==> src/rtl/core/bvm_pkg.sv <==
// Package for the battery voltage monitor: types, constants and helpers.
// Depends on nothing; every other file refers to it by scoped name.
`timescale 1ns / 1ps

package bvm_pkg;

    // Stream and register port widths
    localparam int S_DATA_W = 40;
    localparam int M_DATA_W = 32;
    localparam int ADDR_W   = 4;
    localparam int PDATA_W  = 32;

    // Averaging
    localparam int SAMPLE_COUNT = 10;
    localparam int IDX_W        = 4;
    localparam logic [IDX_W:0] SAMPLE_COUNT_V = (IDX_W + 1)'(SAMPLE_COUNT);

    // Linear map of the averaged reading
    localparam logic signed [16:0] MAP_IN_LOW  = 17'sd1600;
    localparam int                 MAP_IN_HIGH = 1950;
    localparam logic [16:0]        MAP_IN_SPAN = 17'(MAP_IN_HIGH - 1600);

    // Percent and level
    localparam logic signed [7:0] PCT_SCALE = 8'sd100;
    localparam logic [6:0]        PCT_MAX   = 7'd100;
    localparam logic [6:0] LVL5_ABOVE = 7'd80;
    localparam logic [6:0] LVL4_ABOVE = 7'd60;
    localparam logic [6:0] LVL3_ABOVE = 7'd40;
    localparam logic [6:0] LVL2_ABOVE = 7'd20;
    localparam logic [6:0] LVL1_FROM  = 7'd5;

    // Shared divider geometry: numerator is left aligned in DIV_NUM_W bits
    localparam int DIV_NUM_W = 32;
    localparam int DIV_DEN_W = 17;
    localparam int DIV_CNT_W = 6;
    localparam logic [DIV_CNT_W-1:0] AVG_BITS = 6'd16;
    localparam logic [DIV_CNT_W-1:0] MAP_BITS = 6'd32;
    localparam logic [DIV_CNT_W-1:0] PCT_BITS = 6'd23;

    // Register map (word index) and reset values
    localparam logic [1:0] REG_VOLT_LO   = 2'd0;
    localparam logic [1:0] REG_VOLT_HI   = 2'd1;
    localparam logic [1:0] REG_OFFSET    = 2'd2;
    localparam logic [1:0] REG_PERIOD    = 2'd3;
    localparam logic [15:0] VOLT_LO_RST  = 16'd3600;
    localparam logic [15:0] VOLT_HI_RST  = 16'd4200;
    localparam logic [15:0] OFFSET_RST   = 16'd0;
    localparam logic [23:0] PERIOD_RST   = 24'd1000000;

    typedef struct packed {
        logic [15:0]        volt_lo;
        logic [15:0]        volt_hi;
        logic signed [15:0] volt_offset;
        logic [23:0]        sample_period_us;
    } cfg_t;

    typedef struct packed {
        logic                  start;
        logic [DIV_NUM_W-1:0]  num;
        logic [DIV_DEN_W-1:0]  den;
        logic [DIV_CNT_W-1:0]  nbits;
    } div_req_t;

    typedef struct packed {
        logic                 done;
        logic [DIV_NUM_W-1:0] quot;
    } div_rsp_t;

    typedef struct packed {
        logic        shutdown;
        logic        new_average;
        logic [2:0]  level;
        logic [6:0]  percent;
        logic [15:0] voltage;
    } res_t;

    typedef enum logic [10:0] {
        ST_IDLE = 11'b000_0000_0001,
        ST_ACC  = 11'b000_0000_0010,
        ST_AVG  = 11'b000_0000_0100,
        ST_MMUL = 11'b000_0000_1000,
        ST_MDIV = 11'b000_0001_0000,
        ST_MAP  = 11'b000_0010_0000,
        ST_VOLT = 11'b000_0100_0000,
        ST_PMUL = 11'b000_1000_0000,
        ST_PDIV = 11'b001_0000_0000,
        ST_PCT  = 11'b010_0000_0000,
        ST_DONE = 11'b100_0000_0000
    } state_t;

    function automatic logic [2:0] pct_to_level(input logic [6:0] p);
        logic [2:0] lv;
        if (p > LVL5_ABOVE)      lv = 3'd5;
        else if (p > LVL4_ABOVE) lv = 3'd4;
        else if (p > LVL3_ABOVE) lv = 3'd3;
        else if (p > LVL2_ABOVE) lv = 3'd2;
        else if (p >= LVL1_FROM) lv = 3'd1;
        else                     lv = 3'd0;
        return lv;
    endfunction

endpackage

==> src/rtl/core/bvm_cfg.sv <==
// Configuration register file behind the APB-style port.
// Depends on bvm_pkg.
`timescale 1ns / 1ps

module bvm_cfg (
    input  logic                         aclk,
    input  logic                         aresetn,
    input  logic                         psel,
    input  logic                         penable,
    input  logic                         pwrite,
    input  logic [bvm_pkg::ADDR_W-1:0]   paddr,
    input  logic [bvm_pkg::PDATA_W-1:0]  pwdata,
    output logic [bvm_pkg::PDATA_W-1:0]  prdata,
    output logic                         pready,
    output bvm_pkg::cfg_t                cfg
);

    logic [15:0] volt_lo_reg;
    logic [15:0] volt_hi_reg;
    logic [15:0] offset_reg;
    logic [23:0] period_reg;
    logic        wr_en;
    logic [1:0]  reg_idx;

    assign pready  = 1'b1;
    assign wr_en   = psel & penable & pwrite;
    assign reg_idx = paddr[3:2];

    always_ff @(posedge aclk) begin
        if (!aresetn) begin
            volt_lo_reg  <= bvm_pkg::VOLT_LO_RST;
            volt_hi_reg  <= bvm_pkg::VOLT_HI_RST;
            offset_reg   <= bvm_pkg::OFFSET_RST;
            period_reg   <= bvm_pkg::PERIOD_RST;
        end else if (wr_en) begin
            case (reg_idx)
                bvm_pkg::REG_VOLT_LO:  volt_lo_reg  <= pwdata[15:0];
                bvm_pkg::REG_VOLT_HI:  volt_hi_reg  <= pwdata[15:0];
                bvm_pkg::REG_OFFSET:   offset_reg   <= pwdata[15:0];
                bvm_pkg::REG_PERIOD:   period_reg   <= pwdata[23:0];
                default: ;
            endcase
        end
    end

    always_comb begin
        case (reg_idx)
            bvm_pkg::REG_VOLT_LO:  prdata = {16'd0, volt_lo_reg};
            bvm_pkg::REG_VOLT_HI:  prdata = {16'd0, volt_hi_reg};
            bvm_pkg::REG_OFFSET:   prdata = {16'd0, offset_reg};
            bvm_pkg::REG_PERIOD:   prdata = {8'd0, period_reg};
            default:               prdata = '0;
        endcase
    end

    assign cfg.volt_lo          = volt_lo_reg;
    assign cfg.volt_hi          = volt_hi_reg;
    assign cfg.volt_offset      = $signed(offset_reg);
    assign cfg.sample_period_us = period_reg;

endmodule

==> src/rtl/core/bvm_div.sv <==
// Shared restoring divider, one quotient bit per cycle.
// Numerator arrives left aligned; nbits steps leave the quotient in the low bits.
// Depends on bvm_pkg.
`timescale 1ns / 1ps

module bvm_div (
    input  logic              aclk,
    input  logic              aresetn,
    input  bvm_pkg::div_req_t req,
    output bvm_pkg::div_rsp_t rsp
);

    logic                           busy_reg;
    logic                           done_reg;
    logic [bvm_pkg::DIV_CNT_W-1:0]  cnt_reg;
    logic [bvm_pkg::DIV_DEN_W-1:0]  den_reg;
    logic [bvm_pkg::DIV_DEN_W-1:0]  rem_reg;
    logic [bvm_pkg::DIV_NUM_W-1:0]  quo_reg;

    logic [bvm_pkg::DIV_DEN_W:0]    trial;
    logic [bvm_pkg::DIV_DEN_W:0]    diff;
    logic                           fits;
    logic [bvm_pkg::DIV_DEN_W-1:0]  rem_next;

    assign trial    = {rem_reg, quo_reg[bvm_pkg::DIV_NUM_W-1]};
    assign diff     = trial - {1'b0, den_reg};
    assign fits     = trial >= {1'b0, den_reg};
    assign rem_next = fits ? diff[bvm_pkg::DIV_DEN_W-1:0] : trial[bvm_pkg::DIV_DEN_W-1:0];

    always_ff @(posedge aclk) begin
        if (!aresetn) begin
            busy_reg <= 1'b0;
            done_reg <= 1'b0;
            cnt_reg  <= '0;
        end else begin
            done_reg <= ~req.start & busy_reg & (cnt_reg == bvm_pkg::DIV_CNT_W'(1));
            if (req.start) begin
                busy_reg <= 1'b1;
                cnt_reg  <= req.nbits;
            end else if (busy_reg) begin
                cnt_reg <= cnt_reg - 1'b1;
                if (cnt_reg == bvm_pkg::DIV_CNT_W'(1)) begin
                    busy_reg <= 1'b0;
                end
            end
        end
    end

    // Datapath: load on start, shift one quotient bit in per busy cycle
    always_ff @(posedge aclk) begin
        if (req.start) begin
            den_reg <= req.den;
            rem_reg <= '0;
            quo_reg <= req.num;
        end else if (busy_reg) begin
            rem_reg <= rem_next;
            quo_reg <= {quo_reg[bvm_pkg::DIV_NUM_W-2:0], fits};
        end
    end

    assign rsp.done = done_reg;
    assign rsp.quot = quo_reg;

endmodule

==> src/rtl/core/bvm_core.sv <==
// Tick sequencer: time accumulation, sample averaging, voltage map, percent.
// Drives the shared divider; depends on bvm_pkg.
`timescale 1ns / 1ps

module bvm_core (
    input  logic              aclk,
    input  logic              aresetn,
    input  bvm_pkg::cfg_t     cfg,
    input  logic              in_valid,
    output logic              in_ready,
    input  logic [19:0]       in_elapsed,
    input  logic [11:0]       in_adc,
    input  logic              in_charger,
    output logic              res_valid,
    input  logic              res_ready,
    output bvm_pkg::res_t     res,
    output bvm_pkg::div_req_t div_req,
    input  bvm_pkg::div_rsp_t div_rsp
);

    bvm_pkg::state_t state_reg;

    logic [31:0]                 time_accum_reg;
    logic [15:0]                 sum_reg;
    logic [bvm_pkg::IDX_W-1:0]   idx_reg;
    logic [15:0]                 stored_reg;
    logic [11:0]                 adc_reg;
    logic                        chg_reg;
    logic                        fresh_reg;
    logic                        neg_reg;
    logic signed [16:0]          diff_reg;
    logic signed [33:0]          prod_reg;
    logic [15:0]                 volts_reg;
    logic signed [23:0]          pprod_reg;
    logic [6:0]                  pct_reg;

    logic                        hit;
    logic                        last;
    logic [15:0]                 sum_new;
    logic signed [16:0]          span;
    logic [16:0]                 span_mag;
    logic [33:0]                 prod_mag;
    logic [23:0]                 pprod_mag;
    logic signed [33:0]          qs;
    logic signed [33:0]          map_v;
    logic signed [16:0]          vdiff;

    assign hit      = time_accum_reg >= {8'd0, cfg.sample_period_us};
    assign last     = ({1'b0, idx_reg} + 1'b1) >= bvm_pkg::SAMPLE_COUNT_V;
    assign sum_new  = sum_reg + {4'd0, adc_reg};
    assign span     = $signed({1'b0, cfg.volt_hi}) - $signed({1'b0, cfg.volt_lo});
    assign span_mag = span[16] ? 17'(-span) : 17'(span);
    assign prod_mag = prod_reg[33] ? 34'(-prod_reg) : 34'(prod_reg);
    assign pprod_mag = pprod_reg[23] ? 24'(-pprod_reg) : 24'(pprod_reg);
    assign qs       = neg_reg ? -$signed({2'b00, div_rsp.quot})
                              : $signed({2'b00, div_rsp.quot});
    assign map_v    = qs + $signed({18'd0, cfg.volt_lo});
    assign vdiff    = $signed({1'b0, volts_reg}) - $signed({1'b0, cfg.volt_lo});

    assign in_ready  = (state_reg == bvm_pkg::ST_IDLE);
    assign res_valid = (state_reg == bvm_pkg::ST_DONE);

    // Divider requests
    always_comb begin
        div_req = '0;
        case (state_reg)
            bvm_pkg::ST_ACC: begin
                if (hit && last) begin
                    div_req.start = 1'b1;
                    div_req.num   = {sum_new, 16'd0};
                    div_req.den   = bvm_pkg::DIV_DEN_W'(bvm_pkg::SAMPLE_COUNT);
                    div_req.nbits = bvm_pkg::AVG_BITS;
                end
            end
            bvm_pkg::ST_MDIV: begin
                div_req.start = 1'b1;
                div_req.num   = prod_mag[31:0];
                div_req.den   = bvm_pkg::MAP_IN_SPAN;
                div_req.nbits = bvm_pkg::MAP_BITS;
            end
            bvm_pkg::ST_PDIV: begin
                if (span != 17'sd0) begin
                    div_req.start = 1'b1;
                    div_req.num   = {pprod_mag[22:0], 9'd0};
                    div_req.den   = span_mag;
                    div_req.nbits = bvm_pkg::PCT_BITS;
                end
            end
            default: ;
        endcase
    end

    // Control state
    always_ff @(posedge aclk) begin
        if (!aresetn) begin
            state_reg      <= bvm_pkg::ST_IDLE;
            time_accum_reg <= '0;
            sum_reg        <= '0;
            idx_reg        <= '0;
            stored_reg     <= '0;
            fresh_reg      <= 1'b0;
        end else begin
            case (state_reg)
                bvm_pkg::ST_IDLE: begin
                    if (in_valid) begin
                        time_accum_reg <= time_accum_reg + {12'd0, in_elapsed};
                        fresh_reg      <= 1'b0;
                        state_reg      <= bvm_pkg::ST_ACC;
                    end
                end
                bvm_pkg::ST_ACC: begin
                    if (hit) begin
                        time_accum_reg <= '0;
                        if (last) begin
                            sum_reg   <= '0;
                            idx_reg   <= '0;
                            fresh_reg <= 1'b1;
                            state_reg <= bvm_pkg::ST_AVG;
                        end else begin
                            sum_reg   <= sum_new;
                            idx_reg   <= idx_reg + 1'b1;
                            state_reg <= bvm_pkg::ST_VOLT;
                        end
                    end else begin
                        state_reg <= bvm_pkg::ST_VOLT;
                    end
                end
                bvm_pkg::ST_AVG: begin
                    if (div_rsp.done) state_reg <= bvm_pkg::ST_MMUL;
                end
                bvm_pkg::ST_MMUL: state_reg <= bvm_pkg::ST_MDIV;
                bvm_pkg::ST_MDIV: state_reg <= bvm_pkg::ST_MAP;
                bvm_pkg::ST_MAP: begin
                    if (div_rsp.done) begin
                        if (map_v < 34'sd0)          stored_reg <= 16'd0;
                        else if (map_v > 34'sd65535) stored_reg <= 16'hFFFF;
                        else                         stored_reg <= map_v[15:0];
                        state_reg <= bvm_pkg::ST_VOLT;
                    end
                end
                bvm_pkg::ST_VOLT: state_reg <= bvm_pkg::ST_PMUL;
                bvm_pkg::ST_PMUL: state_reg <= bvm_pkg::ST_PDIV;
                bvm_pkg::ST_PDIV: begin
                    state_reg <= (span == 17'sd0) ? bvm_pkg::ST_DONE : bvm_pkg::ST_PCT;
                end
                bvm_pkg::ST_PCT: begin
                    if (div_rsp.done) state_reg <= bvm_pkg::ST_DONE;
                end
                bvm_pkg::ST_DONE: begin
                    if (res_ready) state_reg <= bvm_pkg::ST_IDLE;
                end
                default: state_reg <= bvm_pkg::ST_IDLE;
            endcase
        end
    end

    // Datapath registers
    always_ff @(posedge aclk) begin
        case (state_reg)
            bvm_pkg::ST_IDLE: begin
                adc_reg <= in_adc;
                chg_reg <= in_charger;
            end
            bvm_pkg::ST_AVG: begin
                diff_reg <= $signed({1'b0, div_rsp.quot[15:0]}) - bvm_pkg::MAP_IN_LOW;
            end
            bvm_pkg::ST_MMUL: prod_reg <= diff_reg * span;
            bvm_pkg::ST_MDIV: neg_reg <= prod_reg[33];
            bvm_pkg::ST_VOLT: volts_reg <= stored_reg + cfg.volt_offset;
            bvm_pkg::ST_PMUL: pprod_reg <= vdiff * bvm_pkg::PCT_SCALE;
            bvm_pkg::ST_PDIV: begin
                neg_reg <= pprod_reg[23] ^ span[16];
                pct_reg <= 7'd0;
            end
            bvm_pkg::ST_PCT: begin
                if (neg_reg)
                    pct_reg <= 7'd0;
                else if (div_rsp.quot > {25'd0, bvm_pkg::PCT_MAX})
                    pct_reg <= bvm_pkg::PCT_MAX;
                else
                    pct_reg <= div_rsp.quot[6:0];
            end
            default: ;
        endcase
    end

    assign res.voltage     = volts_reg;
    assign res.percent     = pct_reg;
    assign res.level       = bvm_pkg::pct_to_level(pct_reg);
    assign res.new_average = fresh_reg;
    assign res.shutdown    = fresh_reg & (volts_reg < cfg.volt_lo) & ~chg_reg;

endmodule

==> src/rtl/core/battery_voltage_monitor_unit.sv <==
// Battery voltage monitor top level: config port, sequencer, shared divider, output register.
// The divider makes passes of 16, 32 and 23 steps for the average, the voltage map and the
//   percent; with equal limits the percent pass is skipped.
// A new word is taken only once the last result is handed on; a stalled result word holds s_tready.
// Reset: aresetn, synchronous and active low, clears accumulators, stored voltage, sequencer and
//   output register, reloads register defaults. Depends on bvm_pkg, bvm_cfg, bvm_div, bvm_core.
`timescale 1ns / 1ps

module battery_voltage_monitor_unit (
    input  logic                          aclk,
    input  logic                          aresetn,
    // Input stream, s_tdata: elapsed_us[19:0], adc_sample[31:20], charger_on[32], zero fill
    input  logic                          s_tvalid,
    output logic                          s_tready,
    input  logic [bvm_pkg::S_DATA_W-1:0]  s_tdata,
    // Result stream, m_tdata: voltage[15:0], percent[22:16], level[25:23],
    // new_average[26], shutdown[27], zero fill
    output logic                          m_tvalid,
    input  logic                          m_tready,
    output logic [bvm_pkg::M_DATA_W-1:0]  m_tdata,
    // Configuration port
    input  logic                          psel,
    input  logic                          penable,
    input  logic                          pwrite,
    input  logic [bvm_pkg::ADDR_W-1:0]    paddr,
    input  logic [bvm_pkg::PDATA_W-1:0]   pwdata,
    output logic [bvm_pkg::PDATA_W-1:0]   prdata,
    output logic                          pready
);

    bvm_pkg::cfg_t     cfg;
    bvm_pkg::div_req_t div_req;
    bvm_pkg::div_rsp_t div_rsp;
    bvm_pkg::res_t     res;
    bvm_pkg::res_t     out_reg;
    logic              out_valid_reg;
    logic              res_valid;
    logic              slot_free;

    // Register file: min/max volts, offset, sample period
    bvm_cfg u_cfg (
        .aclk    (aclk),
        .aresetn (aresetn),
        .psel    (psel),
        .penable (penable),
        .pwrite  (pwrite),
        .paddr   (paddr),
        .pwdata  (pwdata),
        .prdata  (prdata),
        .pready  (pready),
        .cfg     (cfg)
    );

    // Shared divider: average, voltage map and percent all go through it
    bvm_div u_div (
        .aclk    (aclk),
        .aresetn (aresetn),
        .req     (div_req),
        .rsp     (div_rsp)
    );

    // Sequencer and tick state; takes one word, hands one result
    bvm_core u_core (
        .aclk       (aclk),
        .aresetn    (aresetn),
        .cfg        (cfg),
        .in_valid   (s_tvalid),
        .in_ready   (s_tready),
        .in_elapsed (s_tdata[19:0]),
        .in_adc     (s_tdata[31:20]),
        .in_charger (s_tdata[32]),
        .res_valid  (res_valid),
        .res_ready  (slot_free),
        .res        (res),
        .div_req    (div_req),
        .div_rsp    (div_rsp)
    );

    // Output register: load when empty or being drained, hold while stalled
    assign slot_free = ~out_valid_reg | m_tready;

    always_ff @(posedge aclk) begin
        if (!aresetn) begin
            out_valid_reg <= 1'b0;
        end else if (slot_free) begin
            out_valid_reg <= res_valid;
        end
    end

    always_ff @(posedge aclk) begin
        if (slot_free && res_valid) begin
            out_reg <= res;
        end
    end

    assign m_tvalid = out_valid_reg;
    assign m_tdata  = {4'd0, out_reg};

    // A finished result lands in the output register on the next edge
    a_result_loaded: assert property (@(posedge aclk) disable iff (!aresetn)
        (res_valid && slot_free) |=> m_tvalid)
        else $error("result not presented after load");

    // The sequencer drops ready right after taking a word
    a_busy_after_accept: assert property (@(posedge aclk) disable iff (!aresetn)
        (s_tvalid && s_tready) |=> !s_tready)
        else $error("input taken while sequencer busy");

    // Percent stays clamped
    a_pct_range: assert property (@(posedge aclk) disable iff (!aresetn)
        m_tvalid |-> (out_reg.percent <= bvm_pkg::PCT_MAX))
        else $error("percent above full scale");

    // Shutdown only on a tick that closed an average
    a_shutdown_fresh: assert property (@(posedge aclk) disable iff (!aresetn)
        (m_tvalid && out_reg.shutdown) |-> out_reg.new_average)
        else $error("shutdown without new average");

endmodule

==> config.mk <==
export PLATFORM = sky130hd
export DESIGN_NAME = battery_voltage_monitor_unit
export DESIGN_NICKNAME = d
export VERILOG_FILES = /design/src/rtl/core/bvm_pkg.sv /design/src/rtl/core/bvm_cfg.sv /design/src/rtl/core/bvm_div.sv /design/src/rtl/core/bvm_core.sv /design/src/rtl/core/battery_voltage_monitor_unit.sv
export SDC_FILE = /design/constraint.sdc
export NUM_CORES = 2
export LEC_CHECK = 0
export BUFFER_PORTS_ARGS = -buffer_cell sky130_fd_sc_hd__buf_2
export CORE_ASPECT_RATIO = 0.8
export CORE_MARGIN = 4
export CORE_UTILIZATION = 69
export CTS_BUF_LIST = sky130_fd_sc_hd__clkbuf_16
export CTS_CLUSTER_SIZE = 20
export DETAILED_ROUTE_END_ITERATION = 16
export HOLD_SLACK_MARGIN = 0.05
export MAX_ROUTING_LAYER = met4
export PLACE_DENSITY = 0.88
export SYNTH_ARGS = -nofsm -noshare
export SYNTH_HDL_FRONTEND = slang
export SYNTH_SLANG_ARGS = --single-unit
==> constraint.sdc <==
create_clock -name aclk -period 19.75 [get_ports aclk]
set_input_delay 0.9875 -clock aclk [delete_from_list [all_inputs] [get_ports aclk]]
set_output_delay 0.9875 -clock aclk [all_outputs]
set_load 0.02 [all_outputs]
* Word-level counts from Yosys, hierarchy flattened
Cells that the tools add are included.
** Operators by class
- Add/subtract/negate cells :: 15
- Multipliers :: 2
- Order comparisons :: 12
- Equality and inequality tests :: 22
- Muxes and demuxes :: 44
- Bitwise logic cells :: 11
- Reduce and logical (&&, ||, !) cells :: 19
** Operators with widths (number)
- case mux 56 bit (3 select lines) :: 1
- two-way mux 32 bit :: 5
- case mux 32 bit (4 select lines) :: 1
- case mux 11 bit (11 select lines) :: 1
- two-way mux 56 bit :: 2
- two-way mux 11 bit :: 6
- case mux 32 bit (2 select lines) :: 1
- two-way mux 16 bit :: 3
- adder 34 x 17 -> 34 bit :: 1
- > comparator 34 x 17 -> 1 bit, second input constant :: 1
- < comparator 34 x 1 -> 1 bit, second input constant :: 1
- multiplier 17 x 17 -> 34 bit :: 1
- two-way mux 17 bit :: 2
- two-way mux 34 bit :: 1
- negation 32 -> 34 bit :: 1
- subtractor 16 x 16 -> 17 bit :: 2
- adder 32 x 20 -> 32 bit :: 1
- greater-or-equal comparator 32 x 24 -> 1 bit :: 1
- > comparator 32 x 7 -> 1 bit, second input constant :: 1
- negation 32 bit :: 1
- two-way mux 7 bit :: 4
- two-way mux 23 bit :: 1
- negation 23 bit :: 1
- multiplier 17 x 6 -> 22 bit, second input constant :: 1
- other kinds (51) :: 84
** Word-level totals
- Bits in registers :: 365
- Input bits :: 83
- Output and inout port bits :: 67
- Logic and storage cells :: 156

* Longest topological paths before layout
- Depth after elaboration :: 8
- Gate-level depth with buffers :: 34

* Cells and area by module
A second synthesis with hierarchy kept.
** Unflattened totals
- Cell total of the unflattened synthesis :: 3817
- Area, all modules :: 35409.0 µm²
** Modules (own cells, without submodules)
- bvm_core :: times used 1, cells each 3104, area an instance 27278.7 µm²
- bvm_div :: times used 1, cells each 355, area an instance 3940.0 µm²
- bvm_cfg :: times used 1, cells each 320, area an instance 3258.1 µm²
- battery_voltage_monitor_unit :: times used 1, cells each 38, area an instance 932.1 µm²

* Worst setup path before layout
OpenSTA, ideal clock, no wires.
- Path kind :: reg2reg
- Start :: reg u_cfg.volt_lo_reg[1]
- End :: reg u_core.prod_reg[30] (data pin)
- Setup time :: 260 ps
- Arrival :: 7959 ps
- Data required time :: 19490 ps
- Setup slack :: 11531 ps
- Stages on the path, launching flop included :: 33
- Cell sequence :: dfxtp_1 inv_1 ha_1 nor2b_1 o31a_1 o21ba_2 a211oi_2 nor3_1 o32ai_1 xnor2_1 clkbuf_1 clkbuf_1 nand2_1 fa_1 fa_1 inv_1 fa_1 fa_1 fa_1 inv_1 fa_1 inv_1 ha_1 a21o_1 a21oi_1 nor2b_1 o21bai_1 a311oi_1 o31ai_1 o41ai_1 o21ai_0 a21oi_1 xnor2_1
** On the way
- Cells in the longest elaborated chain, start to end :: 2
** Ends and longest elaborated chain
- from (decl) :: RTL line bvm_cfg.sv:18 : logic [15:0] volt_lo_reg;
- from (signal assigned) :: RTL line bvm_cfg.sv:31 : volt_lo_reg <= bvm_pkg::VOLT_LO_RST;
- from (signal assigned) :: RTL line bvm_cfg.sv:37 : bvm_pkg::REG_VOLT_LO: volt_lo_reg <= pwdata[15:0];
- subtractor 16 x 16 -> 17 bit :: RTL line bvm_core.sv:51 : assign span = $signed({1'b0, cfg.volt_hi}) - $signed({1'b0, cfg.volt_lo});
- multiplier 17 x 17 -> 34 bit :: RTL line bvm_core.sv:167 : bvm_pkg::ST_MMUL: prod_reg <= diff_reg * span;
- to (signal assigned) :: RTL line bvm_core.sv:167
- to (decl) :: RTL line bvm_core.sv:32 : logic signed [33:0] prod_reg;
No other way between the ends.
A chain may end at the register's enable or synchronous reset.

* Final worst setup path
- Start :: reg u_cfg.volt_lo_reg[0]
- End :: reg u_core.prod_reg[30] (data pin)
The elaborated chain is that of the path after synthesis.

==> impl_metrics.py <==
metrics = {
    "status": {
        "status": "completed",
    },
    "critical_path": {
        "cp.arrival_ns": 9.74,
        "critPathSlowestCell": "dfxtp_1",
        "required_ns": 20.04,
        "ff2ff_setup_slack_ns": 10.30,
        "start_kind": "flip-flop",
        "endpoint_kind": "flip-flop",
        "crit_top_cell": "fa_1",
        "crit_type": "reg2reg",
        "cpPeakStageDelay_ns": 0.58,
        "path_max_fanout": 30,
    },
    "drt": {
        "vias_per_cell": 6.26,
        "wl_microns": 94400,
        "drc": 0,
        "num_vias": 28900,
        "dr.pass1.iters": 7,
        "wl_per_cell_microns": 20.5,
        "ant_nets": 0,
        "drt_iter0_drc": 3440,
    },
    "timing": {
        "worstMarginPinSlew_ns": 1.40,
        "rsz0062_at_grt": "false",
        "fin_skew_ns": 0.0159,
        "setup_violations": 0,
        "slew-limit-headroom_pct": 5.21,
        "worst_slack_ns": 10.30,
        "tns_ns": 0,
        "hold_viol": 0,
        "max_freq_mhz": 106,
        "period_needed_ns": 9.45,
        "slew_viol_final": 0,
        "period_share_pct": 47.9,
    },
    "global_route": {
        "antenna_found_initial": 2,
        "grt_pass1_wl_microns": 150000,
        "grt-ovfl-total": 0,
        "grt_usage_pct": 35.8,
        "grt_pass1_vias": 28400,
        "grt_start_max_net_pins": 83,
    },
    "synth": {
        "syn_avg_cell_area_sq_um": 9.03,
        "synth_seq_cells": 364,
        "syn_inst": 3862,
        "synthArstFlopShare_pct": 0,
        "synthDistinctLibCells": 95,
        "syn-cell-area_sq_um": 34900,
        "yosys_warnings": 0,
        "synthFlopType": "edfxtp_1",
        "yosysSeqAreaShare_pct": 26.2,
        "synth_edf_count": 186,
    },
    "power_and_ir_drop": {
        "powerDensity_nw_per_um2": 99.1,
        "leakage_nw": 16.8,
        "peakVddDrop_v": 0.000147,
    },
    "floorplan": {
        "top_level_ports": 150,
        "die_y_microns": 209,
        "row_count": 73,
        "dieArea_sq_um": 54200,
        "core_region_area_sq_um": 49900,
        "die_w_microns": 259,
        "start_util_pct": 70.0,
    },
    "placed_design": {
        "detailed_place_hpwl_microns": 70600,
        "place_congestion": 1.03,
        "pre_cts_ws_ns": 10.74,
        "port_buffers": 119,
    },
    "clocking": {
        "htree_levels": 2,
        "path_clk_slew_ns": 0.06,
        "clock_path_buffers": 3,
        "insertion_delay_ns": 0.55,
        "cts_root_buf": "clkbuf_16",
        "cts_resized": 0,
        "tritoncts": "built",
        "clock_sinks": 364,
        "postCtsSetupRepairBufs": 0,
        "cts_hold_buf": 0,
        "cts_inserted_buffers": 37,
    },
    "finish": {
        "drive_gt1_share_pct": 7.04,
        "area_growth_pct": 6.67,
        "final_cell_mix": "inv_1, nand2_1, fa_1",
        "layout_commonest_cell": "inv_1",
        "largest_reg_flops": 33,
        "nets": 4593,
        "fill_cells": 3497,
    },
    "flow_run": {
        "maxCapViolations": 0,
    },
    "hold_path": {
        "hold_path_class": "reg2reg",
    },
}
==> layout make-up <==
class	instances	area, sq um	area share, %
Antenna cell	2	5.00	0.0134
Sequential cell	364	9150	24.6
Inverter	545	2050	5.50
Tap cell	675	845	2.27
Clock inverter	27	170	0.457
Timing Repair Buffer	160	903	2.43
Clock buffer	39	976	2.62
Multi-Input combinational cell	2801	23100	62.1
==> cells by family after synthesis <==
kind of cell / count (synthesis) / share of synthesized area (%)
AND/OR/NAND/NOR: 1216 / 16.7
buffers and inverters: 708 / 7.86
AO/OA/AOI/OAI: 686 / 12.9
adder cells (fa/ha/maj): 601 / 28.4
flip-flops: 364 / 26.2
XOR/XNOR: 256 / 6.43
multiplexers: 29 / 1.41
other: 2 / 0.0215
==> power by group <==
part	internal, mW	switching [mW]	total [mW]
Combinational	0.855	1.20	2.06
Sequential	0.907	0.0263	0.933
Clock	0.383	0.311	0.694
==> routing by layer <==
metal  GRT usage (%)  wire length (microns)  share of wire, %
met5               -                      0                 0
met4            10.7                   3540               3.8
met3            10.2                  12300                13
met2            51.9                  40600                43
met1            49.3                  37900                40
==> path summary, 6_finish.rpt <==
kind                                            from                   end  cells after the start
worst max-delay path            u_cfg.volt_lo_reg[0]   u_core.prod_reg[30]                     31
worst min register to register  u_cfg.period_reg[21]  u_cfg.period_reg[21]                      2
worst max register to register  u_cfg.volt_lo_reg[0]   u_core.prod_reg[30]                     31
worst min-delay path            u_cfg.period_reg[21]  u_cfg.period_reg[21]                      2
==> synth_stat cells, types with 37 or more instances <==
cell      instances  area (sq um)
a21o_1           41           308
a21oi_1         209          1050
and2_1          101           632
clkbuf_1        131           492
dfxtp_1         178          3560
edfxtp_1        186          5590
fa_1            318          6370
ha_1            283          3540
inv_1           543          2040
nand2_1         425          1600
nand3_1          66           330
nor2_1          291          1090
nor2b_1          68           425
nor3_1           70           350
o21ai_0         106           531
o31ai_1          37           278
xnor2_1         166          1450
xor2_1           90           788
==> per-stage QoR <==
step,instance area (sq um),util [%],power [mW],hold WS (ns),cells
3_5_place_dp,36100,72.3,2.96,0.453,4545
4_1_cts,37200,74.6,3.65,0.464,4611
5_1_grt,37200,74.6,3.99,0.470,4612
6_report,37200,74.6,3.69,0.462,4613
2_1_floorplan,34900,-,2.50,0.421,3873
3_3_place_gp,36100,72.3,2.88,0.443,4545
==> critical path, delay by kind of cell (launching register included) <==
kind	cells	cell delay (ns)
AO/OA/AOI/OAI	13	3.40
flip-flops	1	0.58
AND/OR/NAND/NOR	3	0.32
XOR/XNOR	1	0.08
adder cells (fa/ha/maj)	9	3.98
buffers and inverters	5	0.78
No activity file was read; power rests on OpenSTA's default activity.
